### config.mk
export PLATFORM = sky130hd
export DESIGN_NAME = omni_wheel_drive_mixer_flat
export DESIGN_NICKNAME = d
export VERILOG_FILES = /design/src/design/owm_pkg.sv /design/src/design/owm_ifs.sv /design/src/design/owm_mul.sv /design/src/design/owm_scale.sv /design/src/design/owm_cfg.sv /design/src/design/owm_seq.sv /design/src/design/omni_wheel_drive_mixer.sv /design/src/flat_wrapper.sv
export SDC_FILE = /design/constraint.sdc
export NUM_CORES = 2
export LEC_CHECK = 0
export ABC_AREA = 1
export BUFFER_PORTS_ARGS = -buffer_cell sky130_fd_sc_hd__buf_2
export CAP_MARGIN = 20
export CORE_UTILIZATION = 25
export DETAILED_ROUTE_END_ITERATION = 8
export PLACE_DENSITY = 0.4
export SYNTH_ARGS = -nofsm -noshare
export SYNTH_HDL_FRONTEND = slang
export SYNTH_SLANG_ARGS = --single-unit
### constraint.sdc
create_clock -name clk -period 10.4 [get_ports clk]
set_clock_uncertainty 0.15 [all_clocks]
set_input_delay 3.12 -clock clk [delete_from_list [all_inputs] [get_ports clk]]
set_output_delay 3.12 -clock clk [all_outputs]
set_load 0.03 [all_outputs]
### src/design/owm_pkg.sv
// Package for the omni wheel drive mixer: field widths, command and register
// codes, fixed-point constants and the Taylor-series tables.
// No dependencies.
package owm_pkg;

    localparam int SINE_FRAC_BITS_DEF = 15;

    localparam int GAIN_W = 12;
    localparam int ANG_W  = 16;
    localparam int ERR_W  = 17;
    localparam int SPD_W  = 8;
    localparam int PWM_W  = 8;
    localparam int APB_AW = 5;
    localparam int APB_DW = 32;
    localparam int WHEELS = 4;

    localparam int DEG90       = 9000;
    localparam int DEG180      = 18000;
    localparam int DEG360      = 36000;
    localparam int RAD_Q30     = 187403;
    localparam int Q30_ONE     = 1 << 30;
    localparam int TURN_DIV    = 4608000;
    localparam int TERM_LAST   = 4;

    typedef enum logic [1:0] {
        CMD_PLAIN = 2'd0,
        CMD_CORR  = 2'd1,
        CMD_TURN  = 2'd2,
        CMD_STOP  = 2'd3
    } cmd_t;

    typedef enum logic [2:0] {
        REG_GAIN  = 3'd0,
        REG_OFF1  = 3'd1,
        REG_OFF2  = 3'd2,
        REG_OFF3  = 3'd3,
        REG_OFF4  = 3'd4
    } reg_idx_t;

    typedef struct packed {
        logic [GAIN_W-1:0]                 turn_gain;
        logic [WHEELS-1:0][ANG_W-1:0]      wheel_offset;
    } cfg_t;

    // Horner step divisors of the sine series, highest term first
    function automatic logic [6:0] term_div(input logic [2:0] k);
        logic [6:0] d;
        case (k)
            3'd0:    d = 7'd110;
            3'd1:    d = 7'd72;
            3'd2:    d = 7'd42;
            3'd3:    d = 7'd20;
            3'd4:    d = 7'd6;
            default: d = 7'd1;
        endcase
        return d;
    endfunction

    // floor(2^32 / divisor); quotient estimate is low by at most one
    function automatic logic [31:0] term_recip(input logic [2:0] k);
        logic [31:0] r;
        case (k)
            3'd0:    r = 32'd39045157;
            3'd1:    r = 32'd59652323;
            3'd2:    r = 32'd102261126;
            3'd3:    r = 32'd214748364;
            3'd4:    r = 32'd715827882;
            default: r = 32'd0;
        endcase
        return r;
    endfunction

endpackage

### src/design/owm_ifs.sv
// Valid/ready channel interfaces for the mixer's command and result ports.
// Depends on owm_pkg.
interface owm_cmd_if;
    logic                              valid;
    logic                              ready;
    logic [1:0]                        cmd;
    logic [owm_pkg::ANG_W-1:0]         heading_angle;
    logic signed [owm_pkg::ERR_W-1:0]  turn_error;
    logic [owm_pkg::SPD_W-1:0]         speed;
    logic                              motor_enable;

    modport source (output valid, cmd, heading_angle, turn_error, speed, motor_enable,
                    input ready);
    modport sink   (input valid, cmd, heading_angle, turn_error, speed, motor_enable,
                    output ready);
endinterface

interface owm_res_if;
    logic                        valid;
    logic                        ready;
    logic                        dir_one;
    logic [owm_pkg::PWM_W-1:0]   pwm_one;
    logic                        dir_two;
    logic [owm_pkg::PWM_W-1:0]   pwm_two;
    logic                        dir_three;
    logic [owm_pkg::PWM_W-1:0]   pwm_three;
    logic                        dir_four;
    logic [owm_pkg::PWM_W-1:0]   pwm_four;

    modport source (output valid, dir_one, pwm_one, dir_two, pwm_two, dir_three, pwm_three,
                    dir_four, pwm_four, input ready);
    modport sink   (input valid, dir_one, pwm_one, dir_two, pwm_two, dir_three, pwm_three,
                    dir_four, pwm_four, output ready);
endinterface

### src/design/owm_mul.sv
// Shared 32x32 unsigned multiplier with a registered product.
// No package dependencies.
module owm_mul (
    input  logic        clk,
    input  logic [31:0] a,
    input  logic [31:0] b,
    output logic [63:0] p
);

    logic [63:0] p_reg;

    always_ff @(posedge clk)
    begin
        p_reg <= 64'(a) * 64'(b);
    end

    assign p = p_reg;

endmodule

### src/design/owm_scale.sv
// Serial scaler: quo = floor(mult * num / den), shift-add then shift-subtract.
// Needs num <= den (quotient fits 8 bits); num and den held while busy.
module owm_scale #(
    parameter int NW = 45
) (
    input  logic          clk,
    input  logic          rst_n,
    input  logic          start,
    input  logic [NW-1:0] num,
    input  logic [NW-1:0] den,
    input  logic [7:0]    mult,
    output logic          done,
    output logic [7:0]    quo
);

    localparam int AW = NW + 8;

    logic [AW-1:0] acc_reg, acc_next;
    logic [AW-1:0] dsh_reg, dsh_next;
    logic [7:0]    m_reg, m_next;
    logic [7:0]    q_reg, q_next;
    logic [3:0]    cnt_reg, cnt_next;
    logic          busy_reg, busy_next;
    logic          done_reg, done_next;

    always_comb
    begin
        acc_next  = acc_reg;
        dsh_next  = dsh_reg;
        m_next    = m_reg;
        q_next    = q_reg;
        cnt_next  = cnt_reg;
        busy_next = busy_reg;
        done_next = 1'b0;
        if (start)
        begin
            acc_next  = '0;
            dsh_next  = AW'(den) << 7;
            m_next    = mult;
            q_next    = '0;
            cnt_next  = '0;
            busy_next = 1'b1;
        end
        else if (busy_reg)
        begin
            if (!cnt_reg[3])
            begin
                acc_next = (acc_reg << 1) + (m_reg[7] ? AW'(num) : '0);
                m_next   = m_reg << 1;
            end
            else
            begin
                if (acc_reg >= dsh_reg)
                begin
                    acc_next = acc_reg - dsh_reg;
                    q_next   = {q_reg[6:0], 1'b1};
                end
                else
                begin
                    q_next = {q_reg[6:0], 1'b0};
                end
                dsh_next = dsh_reg >> 1;
            end
            cnt_next = cnt_reg + 4'd1;
            if (cnt_reg == 4'd15)
            begin
                busy_next = 1'b0;
                done_next = 1'b1;
            end
        end
    end

    always_ff @(posedge clk or negedge rst_n)
    begin
        if (!rst_n)
        begin
            busy_reg <= 1'b0;
            done_reg <= 1'b0;
            cnt_reg  <= '0;
        end
        else
        begin
            busy_reg <= busy_next;
            done_reg <= done_next;
            cnt_reg  <= cnt_next;
        end
    end

    always_ff @(posedge clk)
    begin
        acc_reg <= acc_next;
        dsh_reg <= dsh_next;
        m_reg   <= m_next;
        q_reg   <= q_next;
    end

    assign done = done_reg;
    assign quo  = q_reg;

endmodule

### src/design/owm_cfg.sv
// APB register file: turn gain and the four wheel mounting offsets.
// Depends on owm_pkg.
module owm_cfg (
    input  logic                          clk,
    input  logic                          rst_n,
    input  logic                          psel,
    input  logic                          penable,
    input  logic                          pwrite,
    input  logic [owm_pkg::APB_AW-1:0]    paddr,
    input  logic [owm_pkg::APB_DW-1:0]    pwdata,
    output logic [owm_pkg::APB_DW-1:0]    prdata,
    output logic                          pready,
    output owm_pkg::cfg_t                 cfg
);

    owm_pkg::cfg_t cfg_reg, cfg_next;
    logic          wr_en;

    assign wr_en = psel && penable && pwrite;

    always_comb
    begin
        cfg_next = cfg_reg;
        if (wr_en)
        begin
            case (paddr[4:2])
                owm_pkg::REG_GAIN: cfg_next.turn_gain = pwdata[owm_pkg::GAIN_W-1:0];
                owm_pkg::REG_OFF1: cfg_next.wheel_offset[0] = pwdata[owm_pkg::ANG_W-1:0];
                owm_pkg::REG_OFF2: cfg_next.wheel_offset[1] = pwdata[owm_pkg::ANG_W-1:0];
                owm_pkg::REG_OFF3: cfg_next.wheel_offset[2] = pwdata[owm_pkg::ANG_W-1:0];
                owm_pkg::REG_OFF4: cfg_next.wheel_offset[3] = pwdata[owm_pkg::ANG_W-1:0];
                default: ;
            endcase
        end
    end

    always_comb
    begin
        case (paddr[4:2])
            owm_pkg::REG_GAIN: prdata = owm_pkg::APB_DW'(cfg_reg.turn_gain);
            owm_pkg::REG_OFF1: prdata = owm_pkg::APB_DW'(cfg_reg.wheel_offset[0]);
            owm_pkg::REG_OFF2: prdata = owm_pkg::APB_DW'(cfg_reg.wheel_offset[1]);
            owm_pkg::REG_OFF3: prdata = owm_pkg::APB_DW'(cfg_reg.wheel_offset[2]);
            owm_pkg::REG_OFF4: prdata = owm_pkg::APB_DW'(cfg_reg.wheel_offset[3]);
            default:           prdata = '0;
        endcase
    end

    always_ff @(posedge clk or negedge rst_n)
    begin
        if (!rst_n)
        begin
            cfg_reg.turn_gain       <= 12'd640;
            cfg_reg.wheel_offset[0] <= 16'd22500;
            cfg_reg.wheel_offset[1] <= 16'd30300;
            cfg_reg.wheel_offset[2] <= 16'd5700;
            cfg_reg.wheel_offset[3] <= 16'd13500;
        end
        else
        begin
            cfg_reg <= cfg_next;
        end
    end

    assign pready = 1'b1;
    assign cfg    = cfg_reg;

endmodule

### src/design/owm_seq.sv
// Sequencer and datapath: per-wheel sine by Horner steps on the shared
// multiplier, correction sums, then per-wheel scaling. Uses owm_pkg,
// owm_mul, owm_scale and the channel interfaces.
module owm_seq #(
    parameter int SINE_FRAC_BITS = owm_pkg::SINE_FRAC_BITS_DEF
) (
    input  logic             clk,
    input  logic             rst_n,
    input  owm_pkg::cfg_t    cfg,
    owm_cmd_if.sink          cmd_ch,
    owm_res_if.source        res_ch
);

    localparam int F  = SINE_FRAC_BITS;
    localparam int SW = F + 2;
    localparam int PW = F + 30;
    localparam int NW = owm_pkg::WHEELS;

    typedef enum logic [19:0] {
        S_IDLE = 20'h00001,
        S_ANG  = 20'h00002,
        S_RED  = 20'h00004,
        S_X2M  = 20'h00008,
        S_X2   = 20'h00010,
        S_TM   = 20'h00020,
        S_QM   = 20'h00040,
        S_QD   = 20'h00080,
        S_QC   = 20'h00100,
        S_SM   = 20'h00200,
        S_SR   = 20'h00400,
        S_TPM  = 20'h00800,
        S_TP   = 20'h01000,
        S_PM   = 20'h02000,
        S_P    = 20'h04000,
        S_TRM  = 20'h08000,
        S_TR   = 20'h10000,
        S_SCL  = 20'h20000,
        S_SCW  = 20'h40000,
        S_FIN  = 20'h80000
    } state_t;

    state_t state_reg, state_next;

    logic [1:0]                 cmd_reg, cmd_next;
    logic [owm_pkg::ANG_W-1:0]  head_reg, head_next;
    logic signed [owm_pkg::ERR_W-1:0] err_reg, err_next;
    logic [7:0]                 spd_reg, spd_next;
    logic                       en_reg, en_next;
    logic [1:0]                 w_reg, w_next;
    logic [2:0]                 k_reg, k_next;
    logic [17:0]                ang_reg, ang_next;
    logic                       sneg_reg, sneg_next;
    logic [30:0]                x_reg, x_next;
    logic [31:0]                x2_reg, x2_next;
    logic [30:0]                t_reg, t_next;
    logic [31:0]                y_reg, y_next;
    logic [31:0]                q_reg, q_next;
    logic signed [PW:0]         tp_reg, tp_next;
    logic [PW-1:0]              max_reg, max_next;
    logic [PW-1:0]              den_reg, den_next;
    logic [PW-1:0]              num_reg [NW], num_next [NW];
    logic [NW-1:0]              neg_reg, neg_next;
    logic [7:0]                 mag_reg [NW], mag_next [NW];
    logic [NW-1:0]              dirv_reg, dirv_next;
    logic [NW-1:0]              held_reg, held_next;
    logic                       ov_reg, ov_next;
    logic [NW-1:0]              dout_reg, dout_next;
    logic [7:0]                 pout_reg [NW], pout_next [NW];

    logic [31:0] mul_a, mul_b;
    logic [63:0] mul_p;
    logic        scl_start, scl_done;
    logic [7:0]  scl_quo;

    // combinational helpers
    logic [14:0]        fold1;
    logic [13:0]        fold_b;
    logic [32:0]        rnd, rsh;
    logic [31:0]        rem;
    logic [31:0]        qfix;
    logic signed [PW:0] pterm, psum, pabs;
    logic signed [17:0] err_x, e_val;
    logic [16:0]        err_abs, e_abs;
    logic [PW-1:0]      tp_mag;
    logic [27:0]        g_mag;
    logic               load_out;

    owm_mul u_mul (
        .clk (clk),
        .a   (mul_a),
        .b   (mul_b),
        .p   (mul_p)
    );

    owm_scale #(.NW(PW)) u_scale (
        .clk   (clk),
        .rst_n (rst_n),
        .start (scl_start),
        .num   (num_reg[w_reg]),
        .den   (den_reg),
        .mult  (spd_reg),
        .done  (scl_done),
        .quo   (scl_quo)
    );

    always_comb
    begin
        fold1  = (ang_reg >= 18'(owm_pkg::DEG180)) ? 15'(ang_reg - 18'(owm_pkg::DEG180))
                                                   : 15'(ang_reg);
        fold_b = (fold1 > 15'(owm_pkg::DEG90)) ? 14'(15'(owm_pkg::DEG180) - fold1)
                                               : 14'(fold1);
        rnd    = {1'b0, mul_p[61:30]} + (33'd1 << (29 - F));
        rsh    = rnd >> (30 - F);
        rem    = y_reg - mul_p[31:0];
        qfix   = q_reg + ((rem >= 32'(owm_pkg::term_div(k_reg))) ? 32'd1 : 32'd0);
        pterm  = (PW+1)'(mul_p[PW-1:0]);
        psum   = (neg_reg[w_reg] ? -pterm : pterm) + tp_reg;
        pabs   = psum[PW] ? -psum : psum;
        err_x  = 18'(err_reg);
        err_abs = err_x[17] ? 17'(-err_x) : 17'(err_x);
        e_val  = (err_x >= 18'sd18000) ? err_x - 18'sd36000 : err_x;
        e_abs  = e_val[17] ? 17'(-e_val) : 17'(e_val);
        tp_mag = PW'(mul_p[28:0]) << F;
        g_mag  = mul_p[27:0];
        load_out = !ov_reg || res_ch.ready;
    end

    always_comb
    begin
        state_next = state_reg;
        cmd_next   = cmd_reg;
        head_next  = head_reg;
        err_next   = err_reg;
        spd_next   = spd_reg;
        en_next    = en_reg;
        w_next     = w_reg;
        k_next     = k_reg;
        ang_next   = ang_reg;
        sneg_next  = sneg_reg;
        x_next     = x_reg;
        x2_next    = x2_reg;
        t_next     = t_reg;
        y_next     = y_reg;
        q_next     = q_reg;
        tp_next    = tp_reg;
        max_next   = max_reg;
        den_next   = den_reg;
        num_next   = num_reg;
        neg_next   = neg_reg;
        mag_next   = mag_reg;
        dirv_next  = dirv_reg;
        held_next  = held_reg;
        ov_next    = ov_reg && !res_ch.ready;
        dout_next  = dout_reg;
        pout_next  = pout_reg;
        mul_a      = '0;
        mul_b      = '0;
        scl_start  = 1'b0;

        case (state_reg)
            S_IDLE:
            begin
                if (cmd_ch.valid)
                begin
                    cmd_next  = cmd_ch.cmd;
                    head_next = cmd_ch.heading_angle;
                    err_next  = cmd_ch.turn_error;
                    spd_next  = cmd_ch.speed;
                    en_next   = cmd_ch.motor_enable;
                    w_next    = '0;
                    case (owm_pkg::cmd_t'(cmd_ch.cmd))
                        owm_pkg::CMD_STOP:
                        begin
                            for (int i = 0; i < NW; i++)
                                mag_next[i] = '0;
                            dirv_next  = '0;
                            state_next = S_FIN;
                        end
                        owm_pkg::CMD_TURN: state_next = S_TRM;
                        default:           state_next = S_ANG;
                    endcase
                end
            end
            S_ANG:
            begin
                ang_next   = 18'(cfg.wheel_offset[w_reg]) + 18'(head_reg)
                           + 18'(owm_pkg::DEG180);
                state_next = S_RED;
            end
            S_RED:
            begin
                if (ang_reg >= 18'(owm_pkg::DEG360))
                begin
                    ang_next = ang_reg - 18'(owm_pkg::DEG360);
                end
                else
                begin
                    sneg_next  = ang_reg >= 18'(owm_pkg::DEG180);
                    mul_a      = 32'(fold_b);
                    mul_b      = 32'(owm_pkg::RAD_Q30);
                    state_next = S_X2M;
                end
            end
            S_X2M:
            begin
                x_next     = mul_p[30:0];
                mul_a      = mul_p[31:0];
                mul_b      = mul_p[31:0];
                state_next = S_X2;
            end
            S_X2:
            begin
                x2_next    = mul_p[61:30];
                t_next     = 31'(owm_pkg::Q30_ONE);
                k_next     = '0;
                state_next = S_TM;
            end
            S_TM:
            begin
                mul_a      = x2_reg;
                mul_b      = 32'(t_reg);
                state_next = S_QM;
            end
            S_QM:
            begin
                y_next     = mul_p[61:30];
                mul_a      = mul_p[61:30];
                mul_b      = owm_pkg::term_recip(k_reg);
                state_next = S_QD;
            end
            S_QD:
            begin
                q_next     = mul_p[63:32];
                mul_a      = mul_p[63:32];
                mul_b      = 32'(owm_pkg::term_div(k_reg));
                state_next = S_QC;
            end
            S_QC:
            begin
                t_next = 31'(owm_pkg::Q30_ONE) - qfix[30:0];
                if (k_reg == 3'(owm_pkg::TERM_LAST))
                begin
                    state_next = S_SM;
                end
                else
                begin
                    k_next     = k_reg + 3'd1;
                    state_next = S_TM;
                end
            end
            S_SM:
            begin
                mul_a      = 32'(x_reg);
                mul_b      = 32'(t_reg);
                state_next = S_SR;
            end
            S_SR:
            begin
                num_next[w_reg] = PW'(rsh[SW-1:0]);
                neg_next[w_reg] = sneg_reg;
                if (w_reg == 2'(NW - 1))
                begin
                    w_next = '0;
                    if (owm_pkg::cmd_t'(cmd_reg) == owm_pkg::CMD_CORR)
                    begin
                        state_next = S_TPM;
                    end
                    else
                    begin
                        den_next   = PW'(1) << F;
                        state_next = S_SCL;
                    end
                end
                else
                begin
                    w_next     = w_reg + 2'd1;
                    state_next = S_ANG;
                end
            end
            S_TPM:
            begin
                mul_a      = 32'(cfg.turn_gain);
                mul_b      = 32'(err_abs);
                state_next = S_TP;
            end
            S_TP:
            begin
                tp_next    = err_reg[owm_pkg::ERR_W-1] ? -(PW+1)'(tp_mag) : (PW+1)'(tp_mag);
                max_next   = '0;
                state_next = S_PM;
            end
            S_PM:
            begin
                mul_a      = 32'(num_reg[w_reg][SW-1:0]);
                mul_b      = 32'(owm_pkg::TURN_DIV);
                state_next = S_P;
            end
            S_P:
            begin
                num_next[w_reg] = pabs[PW-1:0];
                neg_next[w_reg] = psum[PW];
                if (pabs[PW-1:0] > max_reg)
                    max_next = pabs[PW-1:0];
                if (w_reg == 2'(NW - 1))
                begin
                    den_next   = (pabs[PW-1:0] > max_reg) ? pabs[PW-1:0] : max_reg;
                    w_next     = '0;
                    state_next = S_SCL;
                end
                else
                begin
                    w_next     = w_reg + 2'd1;
                    state_next = S_PM;
                end
            end
            S_TRM:
            begin
                mul_a      = 32'(cfg.turn_gain);
                mul_b      = 32'(e_abs);
                state_next = S_TR;
            end
            S_TR:
            begin
                for (int i = 0; i < NW; i++)
                begin
                    num_next[i] = (g_mag >= 28'(owm_pkg::TURN_DIV))
                                ? PW'(owm_pkg::TURN_DIV) : PW'(g_mag);
                    neg_next[i] = !e_val[17] && (e_val != '0);
                end
                den_next   = PW'(owm_pkg::TURN_DIV);
                w_next     = '0;
                state_next = S_SCL;
            end
            S_SCL:
            begin
                scl_start  = 1'b1;
                state_next = S_SCW;
            end
            S_SCW:
            begin
                if (scl_done)
                begin
                    // all-zero sums in corrected drive give a zero divisor
                    mag_next[w_reg]  = (den_reg == '0) ? 8'd0 : scl_quo;
                    dirv_next[w_reg] = neg_reg[w_reg] && (den_reg != '0) && (scl_quo != '0);
                    if (w_reg == 2'(NW - 1))
                    begin
                        state_next = S_FIN;
                    end
                    else
                    begin
                        w_next     = w_reg + 2'd1;
                        state_next = S_SCL;
                    end
                end
            end
            S_FIN:
            begin
                if (load_out)
                begin
                    ov_next = 1'b1;
                    for (int i = 0; i < NW; i++)
                    begin
                        dout_next[i] = en_reg ? dirv_reg[i] : held_reg[i];
                        pout_next[i] = en_reg ? mag_reg[i] : 8'd0;
                    end
                    if (en_reg)
                        held_next = dirv_reg;
                    state_next = S_IDLE;
                end
            end
            default:
            begin
                state_next = S_IDLE;
            end
        endcase
    end

    always_ff @(posedge clk or negedge rst_n)
    begin
        if (!rst_n)
        begin
            state_reg <= S_IDLE;
            held_reg  <= '0;
            ov_reg    <= 1'b0;
            w_reg     <= '0;
            k_reg     <= '0;
        end
        else
        begin
            state_reg <= state_next;
            held_reg  <= held_next;
            ov_reg    <= ov_next;
            w_reg     <= w_next;
            k_reg     <= k_next;
        end
    end

    always_ff @(posedge clk)
    begin
        cmd_reg  <= cmd_next;
        head_reg <= head_next;
        err_reg  <= err_next;
        spd_reg  <= spd_next;
        en_reg   <= en_next;
        ang_reg  <= ang_next;
        sneg_reg <= sneg_next;
        x_reg    <= x_next;
        x2_reg   <= x2_next;
        t_reg    <= t_next;
        y_reg    <= y_next;
        q_reg    <= q_next;
        tp_reg   <= tp_next;
        max_reg  <= max_next;
        den_reg  <= den_next;
        num_reg  <= num_next;
        neg_reg  <= neg_next;
        mag_reg  <= mag_next;
        dirv_reg <= dirv_next;
        dout_reg <= dout_next;
        pout_reg <= pout_next;
    end

    assign cmd_ch.ready     = (state_reg == S_IDLE);
    assign res_ch.valid     = ov_reg;
    assign res_ch.dir_one   = dout_reg[0];
    assign res_ch.pwm_one   = pout_reg[0];
    assign res_ch.dir_two   = dout_reg[1];
    assign res_ch.pwm_two   = pout_reg[1];
    assign res_ch.dir_three = dout_reg[2];
    assign res_ch.pwm_three = pout_reg[2];
    assign res_ch.dir_four  = dout_reg[3];
    assign res_ch.pwm_four  = pout_reg[3];

endmodule

### src/design/omni_wheel_drive_mixer.sv
// Accept to result valid: stop loads the output register directly; turn forms one gain
// product and drive computes four sines on the shared multiplier (corrected drive then
// adds the correction sums), then four serial scale passes; plus any output stall.
// Throughput: one transaction at a time; a new command is taken once the previous
// result sits in the output register.
// Reset: async active-low, loads default gain/offsets and clears held directions.
module omni_wheel_drive_mixer #(
    parameter int SINE_FRAC_BITS = owm_pkg::SINE_FRAC_BITS_DEF
) (
    input  logic                          clk,
    input  logic                          rst_n,
    owm_cmd_if.sink                       cmd_ch,
    owm_res_if.source                     res_ch,
    input  logic                          psel,
    input  logic                          penable,
    input  logic                          pwrite,
    input  logic [owm_pkg::APB_AW-1:0]    paddr,
    input  logic [owm_pkg::APB_DW-1:0]    pwdata,
    output logic [owm_pkg::APB_DW-1:0]    prdata,
    output logic                          pready
);

    owm_pkg::cfg_t cfg;

    owm_cfg u_cfg (
        .clk     (clk),
        .rst_n   (rst_n),
        .psel    (psel),
        .penable (penable),
        .pwrite  (pwrite),
        .paddr   (paddr),
        .pwdata  (pwdata),
        .prdata  (prdata),
        .pready  (pready),
        .cfg     (cfg)
    );

    owm_seq #(.SINE_FRAC_BITS(SINE_FRAC_BITS)) u_seq (
        .clk    (clk),
        .rst_n  (rst_n),
        .cfg    (cfg),
        .cmd_ch (cmd_ch),
        .res_ch (res_ch)
    );

endmodule

### src/flat_wrapper.sv
// flat-port wrapper written by rule: the top's interface ports become plain ports
module omni_wheel_drive_mixer_flat 
#(
    parameter int SINE_FRAC_BITS = owm_pkg::SINE_FRAC_BITS_DEF
)
  (clk, rst_n, psel, penable, pwrite, paddr, pwdata, prdata, pready, cmd_ch_valid, cmd_ch_cmd, cmd_ch_heading_angle, cmd_ch_turn_error, cmd_ch_speed, cmd_ch_motor_enable, cmd_ch_ready, res_ch_valid, res_ch_dir_one, res_ch_pwm_one, res_ch_dir_two, res_ch_pwm_two, res_ch_dir_three, res_ch_pwm_three, res_ch_dir_four, res_ch_pwm_four, res_ch_ready);
  owm_cmd_if cmd_ch_i ();
  owm_res_if res_ch_i ();
  input  logic clk;
  input  logic rst_n;
  input  logic psel;
  input  logic penable;
  input  logic pwrite;
  input  logic [owm_pkg::APB_AW-1:0] paddr;
  input  logic [owm_pkg::APB_DW-1:0] pwdata;
  output logic [owm_pkg::APB_DW-1:0] prdata;
  output logic pready;
  input wire logic [$bits(cmd_ch_i.valid)-1:0] cmd_ch_valid;
  input wire logic [$bits(cmd_ch_i.cmd)-1:0] cmd_ch_cmd;
  input wire logic [$bits(cmd_ch_i.heading_angle)-1:0] cmd_ch_heading_angle;
  input wire logic [$bits(cmd_ch_i.turn_error)-1:0] cmd_ch_turn_error;
  input wire logic [$bits(cmd_ch_i.speed)-1:0] cmd_ch_speed;
  input wire logic [$bits(cmd_ch_i.motor_enable)-1:0] cmd_ch_motor_enable;
  output wire logic [$bits(cmd_ch_i.ready)-1:0] cmd_ch_ready;
  output wire logic [$bits(res_ch_i.valid)-1:0] res_ch_valid;
  output wire logic [$bits(res_ch_i.dir_one)-1:0] res_ch_dir_one;
  output wire logic [$bits(res_ch_i.pwm_one)-1:0] res_ch_pwm_one;
  output wire logic [$bits(res_ch_i.dir_two)-1:0] res_ch_dir_two;
  output wire logic [$bits(res_ch_i.pwm_two)-1:0] res_ch_pwm_two;
  output wire logic [$bits(res_ch_i.dir_three)-1:0] res_ch_dir_three;
  output wire logic [$bits(res_ch_i.pwm_three)-1:0] res_ch_pwm_three;
  output wire logic [$bits(res_ch_i.dir_four)-1:0] res_ch_dir_four;
  output wire logic [$bits(res_ch_i.pwm_four)-1:0] res_ch_pwm_four;
  input wire logic [$bits(res_ch_i.ready)-1:0] res_ch_ready;
  assign cmd_ch_i.valid = cmd_ch_valid;
  assign cmd_ch_i.cmd = cmd_ch_cmd;
  assign cmd_ch_i.heading_angle = cmd_ch_heading_angle;
  assign cmd_ch_i.turn_error = cmd_ch_turn_error;
  assign cmd_ch_i.speed = cmd_ch_speed;
  assign cmd_ch_i.motor_enable = cmd_ch_motor_enable;
  assign cmd_ch_ready = cmd_ch_i.ready;
  assign res_ch_valid = res_ch_i.valid;
  assign res_ch_dir_one = res_ch_i.dir_one;
  assign res_ch_pwm_one = res_ch_i.pwm_one;
  assign res_ch_dir_two = res_ch_i.dir_two;
  assign res_ch_pwm_two = res_ch_i.pwm_two;
  assign res_ch_dir_three = res_ch_i.dir_three;
  assign res_ch_pwm_three = res_ch_i.pwm_three;
  assign res_ch_dir_four = res_ch_i.dir_four;
  assign res_ch_pwm_four = res_ch_i.pwm_four;
  assign res_ch_i.ready = res_ch_ready;
  omni_wheel_drive_mixer #(.SINE_FRAC_BITS(SINE_FRAC_BITS)) u_core (.clk(clk), .rst_n(rst_n), .cmd_ch(cmd_ch_i), .res_ch(res_ch_i), .psel(psel), .penable(penable), .pwrite(pwrite), .paddr(paddr), .pwdata(pwdata), .prdata(prdata), .pready(pready));
endmodule
==> reports/qor.txt <==
Outcome - finished, final reports clean
Latest clock arrival within the worst-skew pair - 920 ps
Fraction of power consumed by sequential logic - 0.324
Most area-hungry cell type in the Yosys netlist - sky130_fd_sc_hd__edfxtp_1
Utilization after layout - 0.288
TritonCTS clock tree - done
Worst Tran Pin Value - 1130 ps
Num ports - 159
Hold worst-path end - u_core.u_seq.held_reg[0]
Minimum setup slack among reg-to-reg paths - 390 ps
Initial cell density of the core - 0.252
Sequential area share after synthesis - 0.269
Total DRC errors in the routed layout - 0
Total half-perimeter wirelength after legalization and detailed placement - 319000 um
DRC marker count from the first detailed-route iteration - 5814
CP dominant cell by count - sky130_fd_sc_hd__fa_1
Arrival @ worst endpoint - 10570 ps
Maximum clock path buffer count - 4
Syn_area_per_cell - 7.80 sq um
Post-Route M1 WL - 175000 um
Die boundary height - 612 um
P per Cell Area - 134 mW/mm^2
Number of different library cells in the post-synthesis netlist - 84
Cells taking the most area after synthesis - sky130_fd_sc_hd__edfxtp_1 (21%), sky130_fd_sc_hd__fa_1 (19%), sky130_fd_sc_hd__nand2_1 (10%)
Startpoint of the worst hold path - u_core.u_seq.held_reg[0]
Count of standard-cell rows - 223
Number of antenna-violating nets in the routed design - 0
Share of post-route cells with drive strength above 1 - 0.0898
Worst Path Class, Setup - flip-flop to flip-flop
Die width - 612 um
Via count of the first global-routing pass - 82378
Port bufs - 123
Final worst hold slack - 337 ps
Switching portion of total power - 0.420
Period minus WS final - 10010 ps
Count of endpoints failing hold in the final timing report - 0
Number of buffers and inverters on the critical path - 8
Total number of vias - 81476
Kind of cell with the highest combined delay on the critical path - adder cells
Synthesized instance count - 11911
Internal portion of total power - 8.24 mW
Summed instance area of the synthesized netlist - 0.0929 sq mm
Floorplan Core Area - 0.369 sq mm
Reg-to-reg critical path startpoint - u_core.u_seq.ang_reg[5]
TNS Setup - 0 ps
Max-cap violations - 0
Share of the clock period used by the worst path - 0.963
Synth Warn # - 0
Combinational cell fraction of total power - 0.382
Crit-path max cell delay - 590 ps
Most instantiated library cell after synthesis - sky130_fd_sc_hd__nand2_1
Worst max-slew margin expressed relative to the limit - 0.243
Global-route total usage across every layer - 0.210
Drt first pass iters - 8
Met2 WL - 196000 um
Max Fanout on Critical Path - 13
Clock tree sinks - 894
CTS H-tree depth - 3
Final global-route overflow total - 0
Timing-limited maximum frequency - 99.9 MHz
Max layer used - met5
Buffer cell driving the clock tree root - sky130_fd_sc_hd__clkbuf_16
Routed length per placed instance - 23.1 um
Area fraction of the dominant cell type after synthesis - 0.210
Endpoint of the worst register-to-register path - u_core.u_seq.u_mul.p[59]
Fraction of registers with async set/reset - 0.125
Clock transition at the register clock pins on the worst setup and hold paths after CTS - 70 ps
Cell types with the highest counts after synthesis - sky130_fd_sc_hd__nand2_1 (2590), sky130_fd_sc_hd__inv_1 (2189), sky130_fd_sc_hd__nor2_1 (1095), sky130_fd_sc_hd__fa_1 (901), sky130_fd_sc_hd__o21ai_0 (855)
Average vias per placed instance - 4.72
Slowest cell on crit path - sky130_fd_sc_hd__fa_1
Class of the worst hold path - flip-flop to flip-flop
FF+latch count, synth - 894
Overall die area - 0.374 sq mm
Maximum VDD drop - 0.169 mV
Critical path endpoint category - flip-flop
Switching Power - 5.98 mW
Synthesis-to-layout area growth - 14.4%
Number of max-slew violations in the final report - 0
Hold Path Cell Cnt - 2
Final setup violation count - 0
FF-to-FF path depth - 39
Static leakage power - 50.9 nW
Max FFs per register - 180
Main synth FF type - sky130_fd_sc_hd__edfxtp_1
Startpoint kind of the worst setup timing path - flip-flop
Post-CTS Hold Buffers - 0
CTS buffer count - 119
Routed WL - 400000 um
Fraction of power consumed by the clock network - 0.293
EDFF count, synth - 650
Largest net degree at the start of global routing - 76
Number of nets in the finished design - 13770
Length of routed met3 wiring - 16700 um
GP Congestion - 0.925
CP Data Required Time - 10960 ps
Initial antenna violation count - 9
Final total power - 14.2 mW
Wire length of the first global-routing pass - 577000 um
==> worst reg2reg max path: cells and delay by family, from the launching register on <==
family                     cells  cell delay, ps
DFF                            1             350
AOI/OAI and AO/OA             11            2000
buffers and inverters          8            1180
xor gates and xnor gates       1             150
and+or+nand+nor                9            1210
adders and majority gates     10            4890
==> worst max path at each step <==
stage,start,end,cells after the start
floorplan,u_core.u_seq.state_reg[16],u_core.u_seq.u_mul.p[55],41
detailed placement,u_core.u_seq.err_reg[0],u_core.u_seq.u_mul.p[53],39
global route,u_core.u_seq.ang_reg[5],u_core.u_seq.u_mul.p[54],42
CTS,u_core.u_seq.ang_reg[5],u_core.u_seq.u_mul.p[55],46
global placement,u_core.u_seq.err_reg[0],u_core.u_seq.u_mul.p[55],43
finish,u_core.u_seq.ang_reg[5],u_core.u_seq.u_mul.p[59],39
==> logic make-up (layout without fill, tap and decap cells) <==
logic type                 after synthesis  in the layout  synth area share
xor gates and xnor gates               197            197            0.0186
DFF                                    894            894             0.269
buffers and inverters                 2704           3096             0.113
AOI/OAI and AO/OA                     2187           2187             0.132
and+or+nand+nor                       4467           4470             0.197
other                                    2             21         0.0000808
adders and majority gates             1459           1459             0.269
muxes                                    1              1          0.000108
==> timing repair <==
action,CTS,global route
cloned,0,3
resized for setup,3,71
endpoints found under the setup margin,4,33
pin swaps,0,9
setup buffers,0,26
==> cells in the final DEF (no fill, tap or decap), types with 19 or more instances in the layout <==
cell and count:
sky130_fd_sc_hd__nand2_1 2576, sky130_fd_sc_hd__inv_1 2179, sky130_fd_sc_hd__nor2_1 1077, sky130_fd_sc_hd__fa_1 900, sky130_fd_sc_hd__o21ai_0 845, sky130_fd_sc_hd__a21oi_1 816
sky130_fd_sc_hd__edfxtp_1 650, sky130_fd_sc_hd__ha_1 554, sky130_fd_sc_hd__buf_4 469, sky130_fd_sc_hd__nand3_1 387, sky130_fd_sc_hd__xor2_1 142, sky130_fd_sc_hd__dfxtp_1 132
sky130_fd_sc_hd__clkbuf_16 127, sky130_fd_sc_hd__buf_2 122, sky130_fd_sc_hd__nand4_1 113, sky130_fd_sc_hd__nor3_1 92, sky130_fd_sc_hd__o211ai_1 83, sky130_fd_sc_hd__dfrtp_1 75
sky130_fd_sc_hd__a31oi_1 61, sky130_fd_sc_hd__xnor2_1 54, sky130_fd_sc_hd__o31ai_1 50, sky130_fd_sc_hd__o22ai_1 49, sky130_fd_sc_hd__inv_2 42, sky130_fd_sc_hd__clkinv_1 37
sky130_fd_sc_hd__a21o_1 37, sky130_fd_sc_hd__nor4_1 37, sky130_fd_sc_hd__nand2_2 36, sky130_fd_sc_hd__dfstp_2 34, sky130_fd_sc_hd__nand3b_1 32, sky130_fd_sc_hd__o21bai_1 32
sky130_fd_sc_hd__o21a_1 32, sky130_fd_sc_hd__clkinv_2 29, sky130_fd_sc_hd__a21oi_2 27, sky130_fd_sc_hd__buf_12 26, sky130_fd_sc_hd__clkbuf_1 23, sky130_fd_sc_hd__or2_2 19
sky130_fd_sc_hd__nor2_2 19
==> per-layer routing <==
metal | global-route usage | vias up
met1 | 0.274 | 40349
met3 | 0.0199 | 468
met4 | 0.0562 | 4
li1 | - | 38692
met2 | 0.370 | 1963
met5 | 0 | -
==> area by class of cell <==
class	count	area [sq um]
tap	4950	6190
timing repair buffer	625	4770
inverter	2252	8470
sequential	894	25000
multi-input combinational	8331	58000
clock buffer	161	3420
antenna	4	10.0
fill	40831	263000
clock inverter	58	434
==> metrics by stage <==
stage                     setup WS [ps]  cells  cell area [sq um]
after global routing              -51.9  17273             106000
after detailed placement           -117  17020             102000
after global placement            -82.3  17019             102000
after CTS                          59.8  17239             106000
final                               390  17275             106000
after floorplan                    1370  11926              93000
==> power by group through the flow <==
stage / combinational [mW] / sequential, mW / clock, mW
after floorplan: 3.53 / 4.54 / 0
after global placement: 5.37 / 4.68 / 0
after detailed placement: 5.36 / 4.68 / 0
after CTS: 5.39 / 4.61 / 4.29
after global routing: 6.03 / 4.65 / 4.39
final: 5.43 / 4.61 / 4.17
Note: power is estimated with default switching activity, not from simulation.
